`src/hdl/tcpq_pkg.sv`:
```
package tcpq_pkg;

    // Fixed field widths.
    localparam int KEY_W    = 8;
    localparam int STATUS_W = 2;
    localparam int OCC_W    = 5;

    // Default store depth and threshold after reset.
    localparam int          DEPTH_DEFAULT = 16;
    localparam logic [KEY_W-1:0] THRESH_RESET = 8'd60;

    // Operation codes.
    localparam logic OP_INSERT = 1'b0;
    localparam logic OP_REMOVE = 1'b1;

    // Status codes.
    localparam logic [STATUS_W-1:0] STATUS_DONE  = 2'd0;
    localparam logic [STATUS_W-1:0] STATUS_FULL  = 2'd1;
    localparam logic [STATUS_W-1:0] STATUS_EMPTY = 2'd2;

    // How an insert wave behaves as it travels down the cell row.
    typedef enum logic [1:0] {
        MODE_SEEK,    // low-class key walking to the tail
        MODE_SEARCH,  // high-class key looking for the first smaller entry
        MODE_SHIFT    // displaced entry moving one place down
    } t_mode;

    // Insert wave handed from one cell to the next.
    typedef struct packed {
        logic             valid;
        t_mode            mode;
        logic [KEY_W-1:0] value;
    } t_wave;

endpackage

```
`src/hdl/tcpq_if.sv`:
```
// Request channel: one operation per beat.
interface tcpq_req_if
    import tcpq_pkg::*;
();
    logic             valid;
    logic             ready;
    logic             operation;
    logic [KEY_W-1:0] key_value;

    modport source (output valid, output operation, output key_value, input ready);
    modport sink   (input valid, input operation, input key_value, output ready);
endinterface

// Response channel: one result per beat.
interface tcpq_rsp_if
    import tcpq_pkg::*;
();
    logic                valid;
    logic                ready;
    logic [KEY_W-1:0]    head_value;
    logic [STATUS_W-1:0] status;
    logic [OCC_W-1:0]    occupancy;

    modport source (output valid, output head_value, output status, output occupancy,
                    input ready);
    modport sink   (input valid, input head_value, input status, input occupancy,
                    output ready);
endinterface

```
`src/hdl/two_class_priority_queue.sv`:
```
// Two-class priority queue of 8-bit keys.
// Requests arrive on i_req: operation 0 inserts key_value, 1 pops the head.
// Each request gives exactly one response beat on o_rsp with the popped key
// (zero otherwise), a status (done, insert dropped on full, pop on empty) and
// the occupancy after the operation.
// A key at or above the threshold register goes in front of the first stored
// key that is strictly smaller; a smaller key joins the tail. The user must
// write the threshold through i_cfg_we / i_cfg_wdata only while the queue is
// idle; the block itself does not enforce this. Entries live in a row of DEPTH
// cells. A pop shifts the whole row up at once, and its response appears in
// the cycle after the request beat. An insert sends a wave down the row, one
// cell per cycle, until it reaches the first free cell; the response then
// appears, and the next request is taken once it is out. Full-insert and
// empty-pop responses appear in the cycle after the request beat.
// A synchronous low reset empties the queue and sets the threshold to 60.
// The response waits in an output register while o_rsp.ready is low; no new
// request is taken until that register can be refilled.
module two_class_priority_queue
    import tcpq_pkg::*;
#(
    parameter int DEPTH = DEPTH_DEFAULT
) (
    input  logic             i_clk,
    input  logic             i_rst_n,
    tcpq_req_if.sink         i_req,
    tcpq_rsp_if.source       o_rsp,
    input  logic             i_cfg_we,
    input  logic [KEY_W-1:0] i_cfg_wdata
);

    localparam int CNT_W = $clog2(DEPTH + 1);

    typedef enum logic {
        ST_IDLE,
        ST_INSERT
    } t_state;

    t_state              r_state;
    logic [CNT_W-1:0]    r_count;
    logic [KEY_W-1:0]    r_thresh;
    t_wave               r_start;
    logic                r_out_valid;
    logic [KEY_W-1:0]    r_out_head;
    logic [STATUS_W-1:0] r_out_status;
    logic [OCC_W-1:0]    r_out_occ;

    logic                w_accept;
    logic                w_shift_up;
    logic                w_full;
    logic                w_empty;
    logic                w_done;
    logic [DEPTH-1:0]    w_done_vec;
    t_wave               w_wave  [0:DEPTH];
    logic [KEY_W-1:0]    w_entry [0:DEPTH];

    assign w_full   = (r_count == CNT_W'(DEPTH));
    assign w_empty  = (r_count == '0);
    assign w_done   = |w_done_vec;

    // One request at a time; the output register must be free for its result.
    assign i_req.ready = (r_state == ST_IDLE) && (!r_out_valid || o_rsp.ready);
    assign w_accept    = i_req.valid && i_req.ready;
    assign w_shift_up  = w_accept && (i_req.operation == OP_REMOVE) && !w_empty;

    // Cell row: the wave enters at the head, entries shift toward the head.
    assign w_wave[0]      = r_start;
    assign w_entry[DEPTH] = '0;

    for (genvar g = 0; g < DEPTH; g++) begin : g_cell
        tcpq_cell #(
            .INDEX (g),
            .CNT_W (CNT_W)
        ) u_cell (
            .i_clk        (i_clk),
            .i_rst_n      (i_rst_n),
            .i_shift_up   (w_shift_up),
            .i_count      (r_count),
            .i_next_entry (w_entry[g+1]),
            .i_wave       (w_wave[g]),
            .o_wave       (w_wave[g+1]),
            .o_entry      (w_entry[g]),
            .o_done       (w_done_vec[g])
        );
    end

    // Sequencer, count, threshold and response register.
    always_ff @(posedge i_clk) begin
        if (!i_rst_n) begin
            r_state       <= ST_IDLE;
            r_count       <= '0;
            r_thresh      <= THRESH_RESET;
            r_start.valid <= 1'b0;
            r_out_valid   <= 1'b0;
        end else begin
            r_start.valid <= 1'b0;
            if (i_cfg_we) begin
                r_thresh <= i_cfg_wdata;
            end
            if (r_out_valid && o_rsp.ready) begin
                r_out_valid <= 1'b0;
            end
            case (r_state)
                ST_IDLE: begin
                    if (w_accept) begin
                        if (i_req.operation == OP_INSERT) begin
                            if (w_full) begin
                                r_out_valid  <= 1'b1;
                                r_out_head   <= '0;
                                r_out_status <= STATUS_FULL;
                                r_out_occ    <= OCC_W'(r_count);
                            end else begin
                                r_start.valid <= 1'b1;
                                r_start.mode  <= (i_req.key_value >= r_thresh) ?
                                                 MODE_SEARCH : MODE_SEEK;
                                r_start.value <= i_req.key_value;
                                r_state       <= ST_INSERT;
                            end
                        end else begin
                            r_out_valid <= 1'b1;
                            if (w_empty) begin
                                r_out_head   <= '0;
                                r_out_status <= STATUS_EMPTY;
                                r_out_occ    <= OCC_W'(r_count);
                            end else begin
                                r_out_head   <= w_entry[0];
                                r_out_status <= STATUS_DONE;
                                r_out_occ    <= OCC_W'(r_count - 1'b1);
                                r_count      <= r_count - 1'b1;
                            end
                        end
                    end
                end
                ST_INSERT: begin
                    if (w_done) begin
                        r_count      <= r_count + 1'b1;
                        r_out_valid  <= 1'b1;
                        r_out_head   <= '0;
                        r_out_status <= STATUS_DONE;
                        r_out_occ    <= OCC_W'(r_count + 1'b1);
                        r_state      <= ST_IDLE;
                    end
                end
                default: begin
                    r_state <= ST_IDLE;
                end
            endcase
        end
    end

    assign o_rsp.valid      = r_out_valid;
    assign o_rsp.head_value = r_out_head;
    assign o_rsp.status     = r_out_status;
    assign o_rsp.occupancy  = r_out_occ;

    // The wave always lands at the tail, so it never leaves the row.
    a_wave_stays_in_row: assert property (@(posedge i_clk) disable iff (!i_rst_n)
        !w_wave[DEPTH].valid)
        else $error("insert wave ran past the last cell");

    // At most one cell takes the key at the end of an insert.
    a_single_landing: assert property (@(posedge i_clk) disable iff (!i_rst_n)
        $onehot0(w_done_vec))
        else $error("more than one cell finished the insert wave");

    // A wave only travels while an insert is in progress.
    a_done_in_insert: assert property (@(posedge i_clk) disable iff (!i_rst_n)
        w_done |-> (r_state == ST_INSERT))
        else $error("insert wave finished outside an insert");

    // The count never exceeds the row length.
    a_count_bound: assert property (@(posedge i_clk) disable iff (!i_rst_n)
        r_count <= CNT_W'(DEPTH))
        else $error("entry count beyond depth");

    // A finished insert adds exactly one entry.
    a_insert_count: assert property (@(posedge i_clk) disable iff (!i_rst_n)
        (r_state == ST_INSERT && w_done) |=>
            (r_count == CNT_W'($past(r_count) + 1'b1)))
        else $error("insert did not add one entry");

endmodule

```
`src/hdl/tcpq_cell.sv`:
```
// One storage cell of the queue row. Holds one entry and one stage of the
// insert wave, which moves one cell further on every cycle.
module tcpq_cell
    import tcpq_pkg::*;
#(
    parameter int INDEX = 0,
    parameter int CNT_W = 5
) (
    input  logic             i_clk,
    input  logic             i_rst_n,
    input  logic             i_shift_up,
    input  logic [CNT_W-1:0] i_count,
    input  logic [KEY_W-1:0] i_next_entry,
    input  t_wave            i_wave,
    output t_wave            o_wave,
    output logic [KEY_W-1:0] o_entry,
    output logic             o_done
);

    logic [KEY_W-1:0] r_entry;
    logic [KEY_W-1:0] n_entry;
    t_wave            r_wave;
    t_wave            n_wave;
    logic             w_is_tail;

    // This cell is the first free place of the row.
    assign w_is_tail = (i_count == CNT_W'(INDEX));

    // Pop, tail write, or one step of the insert wave.
    always_comb begin
        n_entry       = r_entry;
        n_wave        = i_wave;
        n_wave.valid  = 1'b0;
        o_done        = 1'b0;
        if (i_shift_up) begin
            n_entry = i_next_entry;
        end else if (i_wave.valid) begin
            if (w_is_tail) begin
                // The wave ends here: whatever it carries takes the free place.
                n_entry = i_wave.value;
                o_done  = 1'b1;
            end else begin
                n_wave.valid = 1'b1;
                case (i_wave.mode)
                    MODE_SEEK: begin
                        n_wave.mode = MODE_SEEK;
                    end
                    MODE_SEARCH: begin
                        if (r_entry < i_wave.value) begin
                            n_entry      = i_wave.value;
                            n_wave.mode  = MODE_SHIFT;
                            n_wave.value = r_entry;
                        end
                    end
                    MODE_SHIFT: begin
                        n_entry      = i_wave.value;
                        n_wave.value = r_entry;
                    end
                    default: begin
                        n_wave.valid = 1'b0;
                    end
                endcase
            end
        end
    end

    // The entry itself needs no reset; the wave stage does.
    always_ff @(posedge i_clk) begin
        r_entry <= n_entry;
        if (!i_rst_n) begin
            r_wave.valid <= 1'b0;
        end else begin
            r_wave <= n_wave;
        end
    end

    assign o_wave  = r_wave;
    assign o_entry = r_entry;

endmodule
```
`src/flat_wrapper.sv`:
```
// flat-port wrapper written by rule: the top's interface ports become plain ports
module two_class_priority_queue_flat import tcpq_pkg::*;
#(
    parameter int DEPTH = DEPTH_DEFAULT
)
  (i_clk, i_rst_n, i_cfg_we, i_cfg_wdata, i_req_valid, i_req_operation, i_req_key_value, i_req_ready, o_rsp_valid, o_rsp_head_value, o_rsp_status, o_rsp_occupancy, o_rsp_ready);
  tcpq_req_if i_req_i ();
  tcpq_rsp_if o_rsp_i ();
  input  logic i_clk;
  input  logic i_rst_n;
  input  logic i_cfg_we;
  input  logic [KEY_W-1:0] i_cfg_wdata;
  input wire logic [$bits(i_req_i.valid)-1:0] i_req_valid;
  input wire logic [$bits(i_req_i.operation)-1:0] i_req_operation;
  input wire logic [$bits(i_req_i.key_value)-1:0] i_req_key_value;
  output wire logic [$bits(i_req_i.ready)-1:0] i_req_ready;
  output wire logic [$bits(o_rsp_i.valid)-1:0] o_rsp_valid;
  output wire logic [$bits(o_rsp_i.head_value)-1:0] o_rsp_head_value;
  output wire logic [$bits(o_rsp_i.status)-1:0] o_rsp_status;
  output wire logic [$bits(o_rsp_i.occupancy)-1:0] o_rsp_occupancy;
  input wire logic [$bits(o_rsp_i.ready)-1:0] o_rsp_ready;
  assign i_req_i.valid = i_req_valid;
  assign i_req_i.operation = i_req_operation;
  assign i_req_i.key_value = i_req_key_value;
  assign i_req_ready = i_req_i.ready;
  assign o_rsp_valid = o_rsp_i.valid;
  assign o_rsp_head_value = o_rsp_i.head_value;
  assign o_rsp_status = o_rsp_i.status;
  assign o_rsp_occupancy = o_rsp_i.occupancy;
  assign o_rsp_i.ready = o_rsp_ready;
  two_class_priority_queue #(.DEPTH(DEPTH)) u_core (.i_clk(i_clk), .i_rst_n(i_rst_n), .i_req(i_req_i), .o_rsp(o_rsp_i), .i_cfg_we(i_cfg_we), .i_cfg_wdata(i_cfg_wdata));
endmodule
```
`config.mk`:
```
export PLATFORM = sky130hd
export DESIGN_NAME = two_class_priority_queue_flat
export DESIGN_NICKNAME = d
export VERILOG_FILES = /design/src/hdl/tcpq_pkg.sv /design/src/hdl/tcpq_if.sv /design/src/hdl/two_class_priority_queue.sv /design/src/hdl/tcpq_cell.sv /design/src/flat_wrapper.sv
export SDC_FILE = /design/constraint.sdc
export NUM_CORES = 1
export LEC_CHECK = 0
export ABC_CLOCK_PERIOD_IN_PS = 11000
export BUFFER_PORTS_ARGS = -buffer_cell sky130_fd_sc_hd__buf_2
export CAP_MARGIN = 20
export CORE_ASPECT_RATIO = 0.6
export CORE_MARGIN = 2
export CORE_UTILIZATION = 56
export CTS_BUF_LIST = sky130_fd_sc_hd__clkbuf_2
export DETAILED_ROUTE_END_ITERATION = 7
export MAX_ROUTING_LAYER = met4
export PLACE_DENSITY = 0.69
export SLEW_MARGIN = 25
export SYNTH_ARGS = -nofsm -noshare
export SYNTH_HDL_FRONTEND = slang
export SYNTH_HIERARCHICAL = 1
export SYNTH_SLANG_ARGS = --single-unit
```
`constraint.sdc`:
```
create_clock -name i_clk -period 11 [get_ports i_clk]
set_input_delay 1.65 -clock i_clk [delete_from_list [all_inputs] [get_ports i_clk]]
set_output_delay 1.65 -clock i_clk [all_outputs]
set_load 0.03 [all_outputs]
```
# Word level (Yosys, flattened, before mapping)
# Cells that the tools add are included.
[word_totals]
register_bits = 334
in_bits = 22
word_cells = 549
output_inout_bits = 17
[classes]
add_sub_neg = 2
reduce_logical = 106
bitwise = 20
order_cmp = 17
muxes = 265
eq_ne = 68
[op_table]
columns = ["op", "n"]
rows = [
  ["10-bit 2-to-1 mux", 60],
  ["8-bit 2-to-1 mux", 67],
  ["8-bit one-hot mux with 2 select lines", 32],
  ["8-bit less-than comparator", 16],
  ["1-bit 2-to-1 mux", 73],
  ["2-bit one-hot mux with 2 select lines", 16],
  ["4-bit OR reduction", 16],
  ["4-bit by 3-bit != test with 1-bit output (second input constant)", 15],
  ["4-bit nonzero test", 15],
  ["3-bit AND reduction", 17],
  ["3-bit OR reduction", 15],
  ["5-bit by 4-bit equality test with 1-bit output (second input constant)", 8],
  ["5-bit 2-to-1 mux", 7],
  ["2-bit by 1-bit equality test with 1-bit output (second input constant)", 16],
  ["2-bit equality test (second input constant)", 16],
  ["2-bit logical NOT", 15],
  ["2-bit nonzero test", 15],
  ["5-bit by 3-bit equality test with 1-bit output (second input constant)", 4],
  ["1-bit inverter", 20],
  ["5-bit one-hot mux with 2 select lines", 2],
  ["16-bit OR reduction", 1],
  ["11-bit 2-to-1 mux", 1],
  ["5-bit by 2-bit equality test with 1-bit output (second input constant)", 2],
  ["2-bit 2-to-1 mux", 5],
  ["17 further kinds", 24],
]

# Depth between registers and ports, before layout
# Gate-level depths: netlist of the first run.
[logic_depth]
word_depth = 10
depth_mapped = 13
depth_no_buf = 11

# Cells and area by module
# The synthesis of the first run kept the hierarchy.
[modules_own_cells]
columns = ["module", "seq_area_each_um2", "n_inst", "area_each_um2", "cells_per_inst"]
rows = [
  ["tcpq_cell at u_core.g_cell[0].u_cell ...", 560.5, 4, 1148.6, 100],
  ["tcpq_cell at u_core.g_cell[5].u_cell ...", 560.5, 3, 1126.1, 96],
  ["tcpq_cell at u_core.g_cell[13].u_cell ...", 560.5, 2, 1151.1, 104],
  ["two_class_priority_queue", 1041.0, 1, 2000.7, 186],
  ["tcpq_cell at u_core.g_cell[3].u_cell", 560.5, 1, 1173.6, 102],
  ["tcpq_cell at u_core.g_cell[12].u_cell", 560.5, 1, 1167.4, 105],
  ["tcpq_cell at u_core.g_cell[15].u_cell", 560.5, 1, 1156.1, 104],
  ["tcpq_cell at u_core.g_cell[11].u_cell", 560.5, 1, 1149.9, 103],
  ["tcpq_cell at u_core.g_cell[10].u_cell", 560.5, 1, 1141.1, 100],
  ["tcpq_cell at u_core.g_cell[8].u_cell", 560.5, 1, 1123.6, 96],
  ["tcpq_cell at u_core.g_cell[7].u_cell", 560.5, 1, 1107.3, 96],
]

# Worst setup path before layout of the first run
# No wires, ideal clock.
[synth_timing]
path_type = "input-to-reg"
from = "in i_req_operation"
to = "reg u_core.r_out_head[0], in the netlist u_core/o_rsp.head_value[0], enable pin"
path_buffers = 2
t_arrival_ns = 4.443
path_slack_ns = 6.199
setup_time_ns = 0.358
t_required_ns = 10.642
path_stages = 9
path_cell_list = "buf_2 -> nand4_1 -> nor2_1 -> clkbuf_1 -> nor2b_1 -> and3_2 -> nor4_1 -> a41o_1 -> a21oi_1"
[synth_between]
elab_chain_cells = 6
elab_cells_between_ends = 22
cone_classes = "eq/ne (2); mux (16); reduce/logical (4)"
[synth_rtl]
columns = ["element", "line", "rtl"]
rows = [
  ["from (decl)", "flat_wrapper.sv:14", "input wire logic [$bits(i_req_i.operation)-1:0] i_req_operation;"],
  ["1-bit logical AND (2 in a row)", "two_class_priority_queue.sv:63", "assign w_shift_up = w_accept && (i_req.operation == OP_REMOVE) && !w_empty;"],
  ["net u_core.w_shift_up", "two_class_priority_queue.sv:48", "logic w_shift_up;"],
  ["1-bit 2-to-1 mux", "tcpq_cell.sv:35", "if (i_shift_up) begin"],
  ["net u_core.w_done_vec[13]", "two_class_priority_queue.sv:52", "logic [DEPTH-1:0] w_done_vec;"],
  ["16-bit OR reduction", "two_class_priority_queue.sv:58", "assign w_done = |w_done_vec;"],
  ["2-bit != test (no source line)", "-", ""],
  ["4-bit AND reduction (no source line)", "-", ""],
  ["to (signal assigned)", "two_class_priority_queue.sv:125", "r_out_head <= w_entry[0];"],
  ["to (decl)", "two_class_priority_queue.sv:43", "logic [KEY_W-1:0] r_out_head;"],
]
# The timed path passes the listed nets, and every way through them passes these cells.
# A chain may end at the register's enable or synchronous reset.

# Worst setup path in the final report of the first run
[layout_timing]
from = "reg u_core.r_count[1]"
to = "reg u_core.r_out_occ[4], in the netlist u_core/o_rsp.occupancy[4], enable pin"
[layout_between]
elab_chain_cells = 7
elab_cells_between_ends = 71
cone_classes = "eq/ne (18); mux (48); reduce/logical (5)"
[layout_rtl]
columns = ["element", "line", "rtl"]
rows = [
  ["from (decl)", "two_class_priority_queue.sv:39", "logic [CNT_W-1:0] r_count;"],
  ["from (signal assigned)", "two_class_priority_queue.sv:128", "r_count <= r_count - 1'b1;"],
  ["from (signal assigned)", "two_class_priority_queue.sv:135", "r_count <= r_count + 1'b1;"],
  ["5-bit logical NOT", "two_class_priority_queue.sv:57", "assign w_empty = (r_count == '0);"],
  ["1-bit logical NOT", "two_class_priority_queue.sv:63", ""],
  ["1-bit logical AND", "two_class_priority_queue.sv:63", ""],
  ["net u_core.w_shift_up", "two_class_priority_queue.sv:48", ""],
  ["1-bit 2-to-1 mux", "tcpq_cell.sv:35", ""],
  ["net u_core.w_done_vec[11]", "two_class_priority_queue.sv:52", ""],
  ["16-bit OR reduction", "two_class_priority_queue.sv:58", ""],
  ["2-bit != test (no source line)", "-", ""],
  ["4-bit AND reduction (no source line)", "-", ""],
  ["to (signal assigned)", "two_class_priority_queue.sv:110", "r_out_occ <= OCC_W'(r_count);"],
  ["to (signal assigned)", "two_class_priority_queue.sv:123", "r_out_occ <= OCC_W'(r_count);"],
  ["to (signal assigned)", "two_class_priority_queue.sv:127", "r_out_occ <= OCC_W'(r_count - 1'b1);"],
  ["to (decl)", "two_class_priority_queue.sv:45", "logic [OCC_W-1:0] r_out_occ;"],
]
# The timed path passes the listed nets, and every way through them passes these cells.

==> impl_metrics.toml, run 1 <==
[power_and_ir_drop]
powerDensity_nw_per_um2 = 137
seqPwrFrac_pct = 54.0
total_power_mw = 2.90
swShare_pct = 31.7
leakage_nw = 8.39
p_switching_uw = 919
max-vdd-ir-drop_mv = 0.0768
p_comb_share_pct = 18.1
p_clk_share_pct = 27.9
p_int_mw = 1.98

[routing]
vias_per_cell = 5.99
drtIter0Drc = 1279
vias = 14272
finalWirelength_mm = 46.7
drt_first_pass_iters = 7
drc_errors = 0
antenna_left = 0
post_drt_wl_per_cell_um = 19.6

[clocking]
clock-sinks = 333
cts_inserted_buffers = 81
cts_resized = 0
cts_hold_buf = 0
clk_latency_ps = 960
post_cts.repair.setup_buffers = 0
cts.path.max_buffers = 3
ctsHtreeMaxLevel = 3
clk_pin_slew_ps = 110
cts_tree = "yes"
root_buffer = "clkbuf_2"

[timing]
report.final.hold_viol_count = 0
skew_ps = 47.1
min_period_over_period_pct = 40.8
tightest_slew_ps = 1010
rsz0062_at_grt = "no"
hold_slack_ps = 494
finalSetupViolCount = 0
slew_violations = 0
min_period_ps = 4480
fmax_mhz = 223
maxSlewHeadroom_pct = 32.8
setup_ws_ps = 6520
tns_ps = 0

[critical_path]
cp-startpoint = "u_core/r_count[1]"
cp.required_ps = 11620
slowest_stage = "buf_4"
critPathCaptureType = "register"
path_class = "reg -> reg"
cp-start-kind = "register"
crit_chain = "buf_4 > inv_1 > ha_1 > nor4b_4 > nor2_4 > buf_4 > buf_4 > nand2b_4 > nor2_1 > nor4_1 > a41o_1 > a21oi_2"
rrSetupSlack_ps = 6520
worstRegToRegCells = 12
critical_path_arrival_ps = 5100
critPathMostFrequentCell = "buf_4"
crit_buf_inv = 4
cp_max_fo = 105
slowest_delay_ps = 800
regToRegStartpoint = "u_core/r_count[1]"
path_delay_family = "buffers and inverters"
reg2reg_to = "u_core/o_rsp.occupancy[4]"

[placed_design]
dp_slack_ps = 5660
port_buffers = 38
routabilityCongestion = 0.864
dp_hpwl_mm = 33.4

[global_routing]
grt_pass1_wl_mm = 73.9
grt_pass1_vias = 13589
gr-total-overflow = 0
grt_max_degree = 106
antenna_found_initial = 2
grt_usage_pct = 26.5

[synthesis]
syn-mean-instance-area_um2 = 11.3
synthCells = 1745
yosysWarnings = 6
synth_area_um2 = 19700

[die]
die-area_um2 = 36800
coreArea_um2 = 34900
num_rows = 53
pin_count = 39
die_w_um = 246
die_h_um = 149
start_util_pct = 56.6

[min_path]
min_to = "u_core/r_thresh[3]"
hold_path.class = "reg -> reg"
holdPathStages = 2
holdCritStartpoint = "u_core/r_thresh[3]"

[finish]
final_cell_mix = "edfxtp_1 (302), inv_1 (194), ha_1 (184), nand2_1 (181), o21ai_0 (119)"
area_growth_pct = 7.34
finalNetCount = 2054
layout-drive-gt1-share_pct = 17.0
layout_commonest_cell = "edfxtp_1"

[status]
status = "complete, no violations"

[job]
drv_cap = 0
==> layer usage <==
metal  part of all wire [%]  global-route usage [%]  vias up  wire (µm)
met4                    1.7                    7.14        0        802
met2                     38                    32.5      540      17600
met5                      0                       -        -          0
li1                       -                       -     6796          -
met1                     52                    42.5     6879      24300
met3                    8.6                    6.10       57       4010
==> layout make-up <==
class / count / area (µm²)
multi-input combinational: 1186 / 9180
timing repair buffer: 50 / 287
sequential: 333 / 9690
clock buffer: 118 / 591
fill: 2871 / 13700
clock inverter: 30 / 119
tap: 467 / 584
inverter: 196 / 737
antenna: 2 / 5.00
==> power groups by stage <==
stage / logic (mW) / registers [mW] / clock network, mW
floorplan: 0.375 / 1.57 / 0
global placement: 0.502 / 1.59 / 0
detailed placement: 0.520 / 1.59 / 0
CTS: 0.522 / 1.56 / 0.838
global route: 0.587 / 1.57 / 0.895
finish: 0.526 / 1.56 / 0.808
==> worst min-delay path, cell delays in order (launching register included) <==
cell	delay, ps
dfxtp_1	310
inv_1	70
o211ai_1	80
==> how the worst max path moves through the flow <==
stage                                 endpoint  depth (start not counted)
floorplan           u_core/o_rsp.head_value[0]                          9
global route        u_core/o_rsp.head_value[3]                         12
CTS                 u_core/o_rsp.head_value[0]                         12
detailed placement      u_core/o_rsp.status[0]                         10
global placement    u_core/o_rsp.head_value[0]                         10
finish               u_core/o_rsp.occupancy[4]                         12
==> sequential cells by signal, indices dropped and copies added, names as in the netlist <==
| register | count |
|---|---|
| u_core/g_cell.u_cell/o_entry | 128 |
| u_core/g_cell.u_cell/o_wave | 165 |
| u_core/o_rsp.head_value | 8 |
| u_core/o_rsp.occupancy | 5 |
| u_core/o_rsp.status | 2 |
| u_core/o_rsp.valid | 1 |
| u_core/r_count | 5 |
| u_core/r_start | 10 |
| u_core/r_state | 1 |
| u_core/r_thresh | 8 |
==> stage by stage <==
step           area (µm²)  utilization, %  instances
4_1_cts             21200            60.7       2380
5_1_grt             21200            60.8       2382
2_1_floorplan       19800               -       1757
3_3_place_gp        20500            58.7       2232
6_report            21200            60.8       2382
3_5_place_dp        20500            58.7       2232
Power figures use the tool's default switching activity.
==> inputs of run 2 (changes only) <==
--- a/config.mk
+++ b/config.mk
@@ -5,7 +5,7 @@
 export SDC_FILE = /design/constraint.sdc
 export NUM_CORES = 1
 export LEC_CHECK = 0
-export ABC_CLOCK_PERIOD_IN_PS = 11000
+export ABC_CLOCK_PERIOD_IN_PS = 4680
 export BUFFER_PORTS_ARGS = -buffer_cell sky130_fd_sc_hd__buf_2
 export CAP_MARGIN = 20
 export CORE_ASPECT_RATIO = 0.6
==> constraint.sdc (replaced) <==
create_clock -name i_clk -period 4.68 [get_ports i_clk]
set_input_delay 0.702 -clock i_clk [delete_from_list [all_inputs] [get_ports i_clk]]
set_output_delay 0.702 -clock i_clk [all_outputs]
set_load 0.03 [all_outputs]
==> run 2 against run 1 <==
Critical endpoint is now u_core/o_rsp.valid. First-iteration DRC count decreased by 0.70%. Die area unchanged. Global-route usage increased by 0.70 points. Worst setup slack got worse by 5600 ps. Routed wire length increased by 2.7%. Maximum frequency increased by 19%. Flip-flop and latch count unchanged. Largest cell class unchanged.
==> impl_metrics.toml, run 2 (synthesized netlist as in run 1, its figures left out) <==
[placed_design]
routabilityCongestion = 0.841
dpl.cell_count = 2236
port_buffers = 38
dp_slack_ps = 984
placedInstanceArea_um2 = 20500
dp_hpwl_mm = 33.7

[timing]
fmax_mhz = 264
tns_ps = 0
hold_slack_ps = 119
min_period_ps = 3780
min_period_over_period_pct = 80.8
rsz0062_at_grt = "no"
setup_ws_ps = 898
slew_violations = 0
skew_ps = 107
maxSlewHeadroom_pct = 34.2
tightest_slew_ps = 981
finalSetupViolCount = 0
report.final.hold_viol_count = 0

[clocking]
clock-sinks = 333
clk_pin_slew_ps = 110
cts.path.max_buffers = 3
post_cts.repair.setup_buffers = 0
cts_tree = "yes"
clk_latency_ps = 1010
root_buffer = "clkbuf_2"
ctsHtreeMaxLevel = 3
cts_inserted_buffers = 81

[critical_path]
crit_buf_inv = 2
critPathCaptureType = "register"
critical_path_arrival_ps = 4670
cp_max_fo = 33
slowest_delay_ps = 660
path_class = "reg -> reg"
cp.required_ps = 5570
crit_chain = "inv_1 > nand4_1 > nor2_4 > nand2b_4 > nor2_1 > nor4_1 > a41o_1 > a31oi_1 > dlygate4sd3_1"
slowest_stage = "nor2_4"
path_delay_family = "simple AND/OR/NAND/NOR gates"
cp-start-kind = "register"

[die]
die-area_um2 = 36800
die_w_um = 246
pin_count = 39
die_h_um = 149
coreArea_um2 = 34900
num_rows = 53
start_util_pct = 56.6

[finish]
area_growth_pct = 9.02
stdcell_count = 2399
fillers = 2881
largest_reg_flops = 165
layout_commonest_cell = "edfxtp_1"
final_cell_mix = "edfxtp_1 (302), inv_1 (194), ha_1 (184), nand2_1 (181), clkbuf_2 (130)"
layout-drive-gt1-share_pct = 17.6
fin_util_pct = 61.7
final_cell_area_um2 = 21500
finalNetCount = 2078

[global_routing]
gr-total-overflow = 0
gr-usage-met3_pct = 6.37
antenna_found_initial = 1
met1_usage_pct = 42.7
grt_max_degree = 102
grt_pass1_wl_mm = 76.1
use_met2_pct = 34.2
grt_usage_pct = 27.2
grt_pass1_vias = 13902
top_usage_layer = "met1"

[routing]
finalWirelength_mm = 48.0
vias = 14409
antenna_left = 0
drc_errors = 0
drt_first_pass_iters = 6
drtIter0Drc = 1270
vias_per_cell = 6.01
post_drt_wl_per_cell_um = 20.0

[power_and_ir_drop]
powerDensity_nw_per_um2 = 330
leakage_nw = 8.56
total_power_mw = 7.10
max-vdd-ir-drop_mv = 0.190

[job]
drv_cap = 0

[min_path]
hold_path.class = "in -> reg"

[status]
status = "complete, no violations"
-- run 2: repair_timing --
action                                 in CTS  in global routing
endpoints found under the hold margin      18                  0
gates resized for setup                     0                  0
setup endpoints to repair                   0                  0
hold buffers                               20                  0
-- run 2: worst paths after layout --
check	start	to	slack, ps	depth (start not counted)
worst max-delay path	u_core/r_state	u_core/o_rsp.valid	900	9
worst min-delay path	i_cfg_we	u_core/r_thresh[2]	120	2
worst max register to register	u_core/r_state	u_core/o_rsp.valid	900	9
worst min register to register	u_core/r_thresh[2]	u_core/r_thresh[2]	500	2
-- run 2: cell type report --
type / count / area (µm²) / share of cell area [%]
Timing Repair Buffer: 74 / 529 / 2.46
Multi-Input combinational cell: 1186 / 9180 / 42.7
Inverter: 196 / 737 / 3.42
Antenna cell: 1 / 2.50 / 0.0116
Tap cell: 467 / 584 / 2.71
Clock buffer: 130 / 651 / 3.02
Clock inverter: 12 / 153 / 0.709
Sequential cell: 333 / 9690 / 45.0
-- run 2: where the power goes --
group	internal [mW]	switching (mW)	total (mW)
Clock	0.938	1.23	2.17
Sequential	3.51	0.162	3.67
Combinational	0.481	0.788	1.27
-- run 2: worst register-to-register path, stage by stage, from the launching register on --
cell and delay, ps:
dfxtp_1 540, inv_1 280, nand4_1 260, nor2_4 660, nand2b_4 320, nor2_1 50
nor4_1 570, a41o_1 390, a31oi_1 120, dlygate4sd3_1 560
-- run 2: layer usage --
layer  vias up  share of wire, %  routed length [µm]
li1       6832                 -                   -
met1      6940                51               24600
met2       572                38               18400
met3        65               8.4                4030
met4         0               1.9                 911
met5         -                 0                   0
==> inputs of run 3 (changes only) <==
--- a/config.mk
+++ b/config.mk
@@ -5,7 +5,8 @@
 export SDC_FILE = /design/constraint.sdc
 export NUM_CORES = 1
 export LEC_CHECK = 0
-export ABC_CLOCK_PERIOD_IN_PS = 4680
+export ABC_AREA = 1
+export ABC_CLOCK_PERIOD_IN_PS = 3900
 export BUFFER_PORTS_ARGS = -buffer_cell sky130_fd_sc_hd__buf_2
 export CAP_MARGIN = 20
 export CORE_ASPECT_RATIO = 0.6
==> constraint.sdc (replaced) <==
create_clock -name i_clk -period 3.9 [get_ports i_clk]
set_input_delay 0.585 -clock i_clk [delete_from_list [all_inputs] [get_ports i_clk]]
set_output_delay 0.585 -clock i_clk [all_outputs]
set_load 0.03 [all_outputs]
==> run 3 against run 2 <==
Cell area increased by 2.9%. Clock-buffer cell count decreased by 19. Die area increased by 2.9%. Combinational power about the same. Maximum frequency increased by 18%. Clock power increased by 8%. Final cell count increased by 21%. Critical endpoint is now u_core/g_cell[9].u_cell/o_entry[2]. Largest cell class unchanged. Highest routed layer unchanged.
==> impl_metrics.toml, run 3 <==
[finish]
multi_input_area_um2 = 9260
fillers = 3050
seq_area_um2 = 9690
finalNetCount = 2565
largest_reg_flops = 165
final_cell_area_um2 = 22200
layout_commonest_cell = "nand2_1"
area_growth_pct = 8.94
layout-drive-gt1-share_pct = 15.4
final_cell_mix = "nand2_1 (609), edfxtp_1 (302), inv_1 (267), ha_1 (184), nand3_1 (162)"
fin_util_pct = 61.4

[critical_path]
crit_chain = "inv_1 > ha_1 > nand3_2 > inv_1 > nor2_4 > buf_12 > buf_12 > clkinv_2 > nand2_4 > nor2_1 > o21bai_1 > nor2_1"
path_class = "reg -> reg"
slowest_delay_ps = 550
critPathCaptureType = "register"
crit_buf_inv = 5
worstRegToRegCells = 12
critical_path_arrival_ps = 3750
path_delay_family = "simple AND/OR/NAND/NOR gates"
slowest_stage = "nor2_1"
cp-start-kind = "register"
cp_max_fo = 65
crit_cells = 12
cp.required_ps = 4450

[timing]
tns_ps = 0
tightest_slew_ps = 891
slew_violations = 0
min_period_ps = 3200
report.final.hold_viol_count = 0
skew_ps = 86.3
rsz0062_at_grt = "no"
maxSlewHeadroom_pct = 40.4
finalSetupViolCount = 0
min_period_over_period_pct = 82.1
hold_slack_ps = 364
fmax_mhz = 312

[global_routing]
grt_usage_pct = 26.9
met1_usage_pct = 42.2
grt_max_degree = 151
grt_pass1_vias = 14672
grt_pass1_wl_mm = 77.7
antenna_found_initial = 1
gr-usage-met3_pct = 5.84
use_met2_pct = 34.4
top_usage_layer = "met1"
gr-total-overflow = 0

[routing]
drc_errors = 0
vias_per_cell = 5.43
drtIter0Drc = 1312
drt_first_pass_iters = 5
finalWirelength_mm = 48.7
antenna_left = 0
post_drt_wl_per_cell_um = 16.8
vias = 15726

[power_and_ir_drop]
max-vdd-ir-drop_mv = 0.187
leakage_nw = 10.1
powerDensity_nw_per_um2 = 357
total_power_mw = 7.91

[clocking]
cts_inserted_buffers = 79
clk_pin_slew_ps = 120
clk_latency_ps = 980
ctsHtreeMaxLevel = 3
cts_resized = 0
post_cts.repair.setup_buffers = 0
clock-sinks = 333
root_buffer = "clkbuf_2"
cts_tree = "yes"
cts_hold_buf = 33
cts.path.max_buffers = 3

[min_path]
holdPathStages = 2
hold_path.class = "in -> reg"

[synthesis]
syn-mean-instance-area_um2 = 9.19
synthCells = 2214
yosysWarnings = 6
synth_area_um2 = 20300

[placed_design]
port_buffers = 38
routabilityCongestion = 0.874
dp_hpwl_mm = 34.6
placedInstanceArea_um2 = 21100

[die]
num_rows = 54
coreArea_um2 = 36100
die_w_um = 250
start_util_pct = 56.4
pin_count = 39
die_h_um = 152
die-area_um2 = 37900

[job]
drv_cap = 0

[status]
status = "complete, no violations"
run 3: layout make-up:
cell class,count,area share (%)
Multi-Input combinational cell,1543,41.8
Antenna cell,1,0.0113
Clock buffer,111,2.51
Inverter,316,5.48
Sequential cell,333,43.7
Tap cell,476,2.69
Timing Repair Buffer,86,3.06
Clock inverter,28,0.712
run 3: path summary, 6_finish.rpt:
check / slack, ps / startpoint / to
min reg2reg: 530 / u_core/g_cell[5].u_cell/o_wave[7] / u_core/g_cell[6].u_cell/o_wave[7]
max: 700 / u_core/r_count[0] / u_core/g_cell[9].u_cell/o_entry[2]
max reg2reg: 700 / u_core/r_count[0] / u_core/g_cell[9].u_cell/o_entry[2]
min: 360 / i_req_key_value[1] / u_core/r_start[1]
run 3: layer usage:
layer	share of wire (%)	wire length, µm
met1	52	25200
met2	38	18600
met3	8.6	4170
met4	1.5	707
met5	0	0
run 3: power breakdown:
group	internal, mW	switching (mW)
Clock	0.893	1.45
Combinational	0.422	0.883
Sequential	4.13	0.137
Total	5.44	2.47
run 3: per-stage QoR:
stage,instances,setup slack [ps]
6_report,2894,698
5_1_grt,2894,487
4_1_cts,2893,662
3_5_place_dp,2721,531
3_3_place_gp,2721,715
2_1_floorplan,2225,137
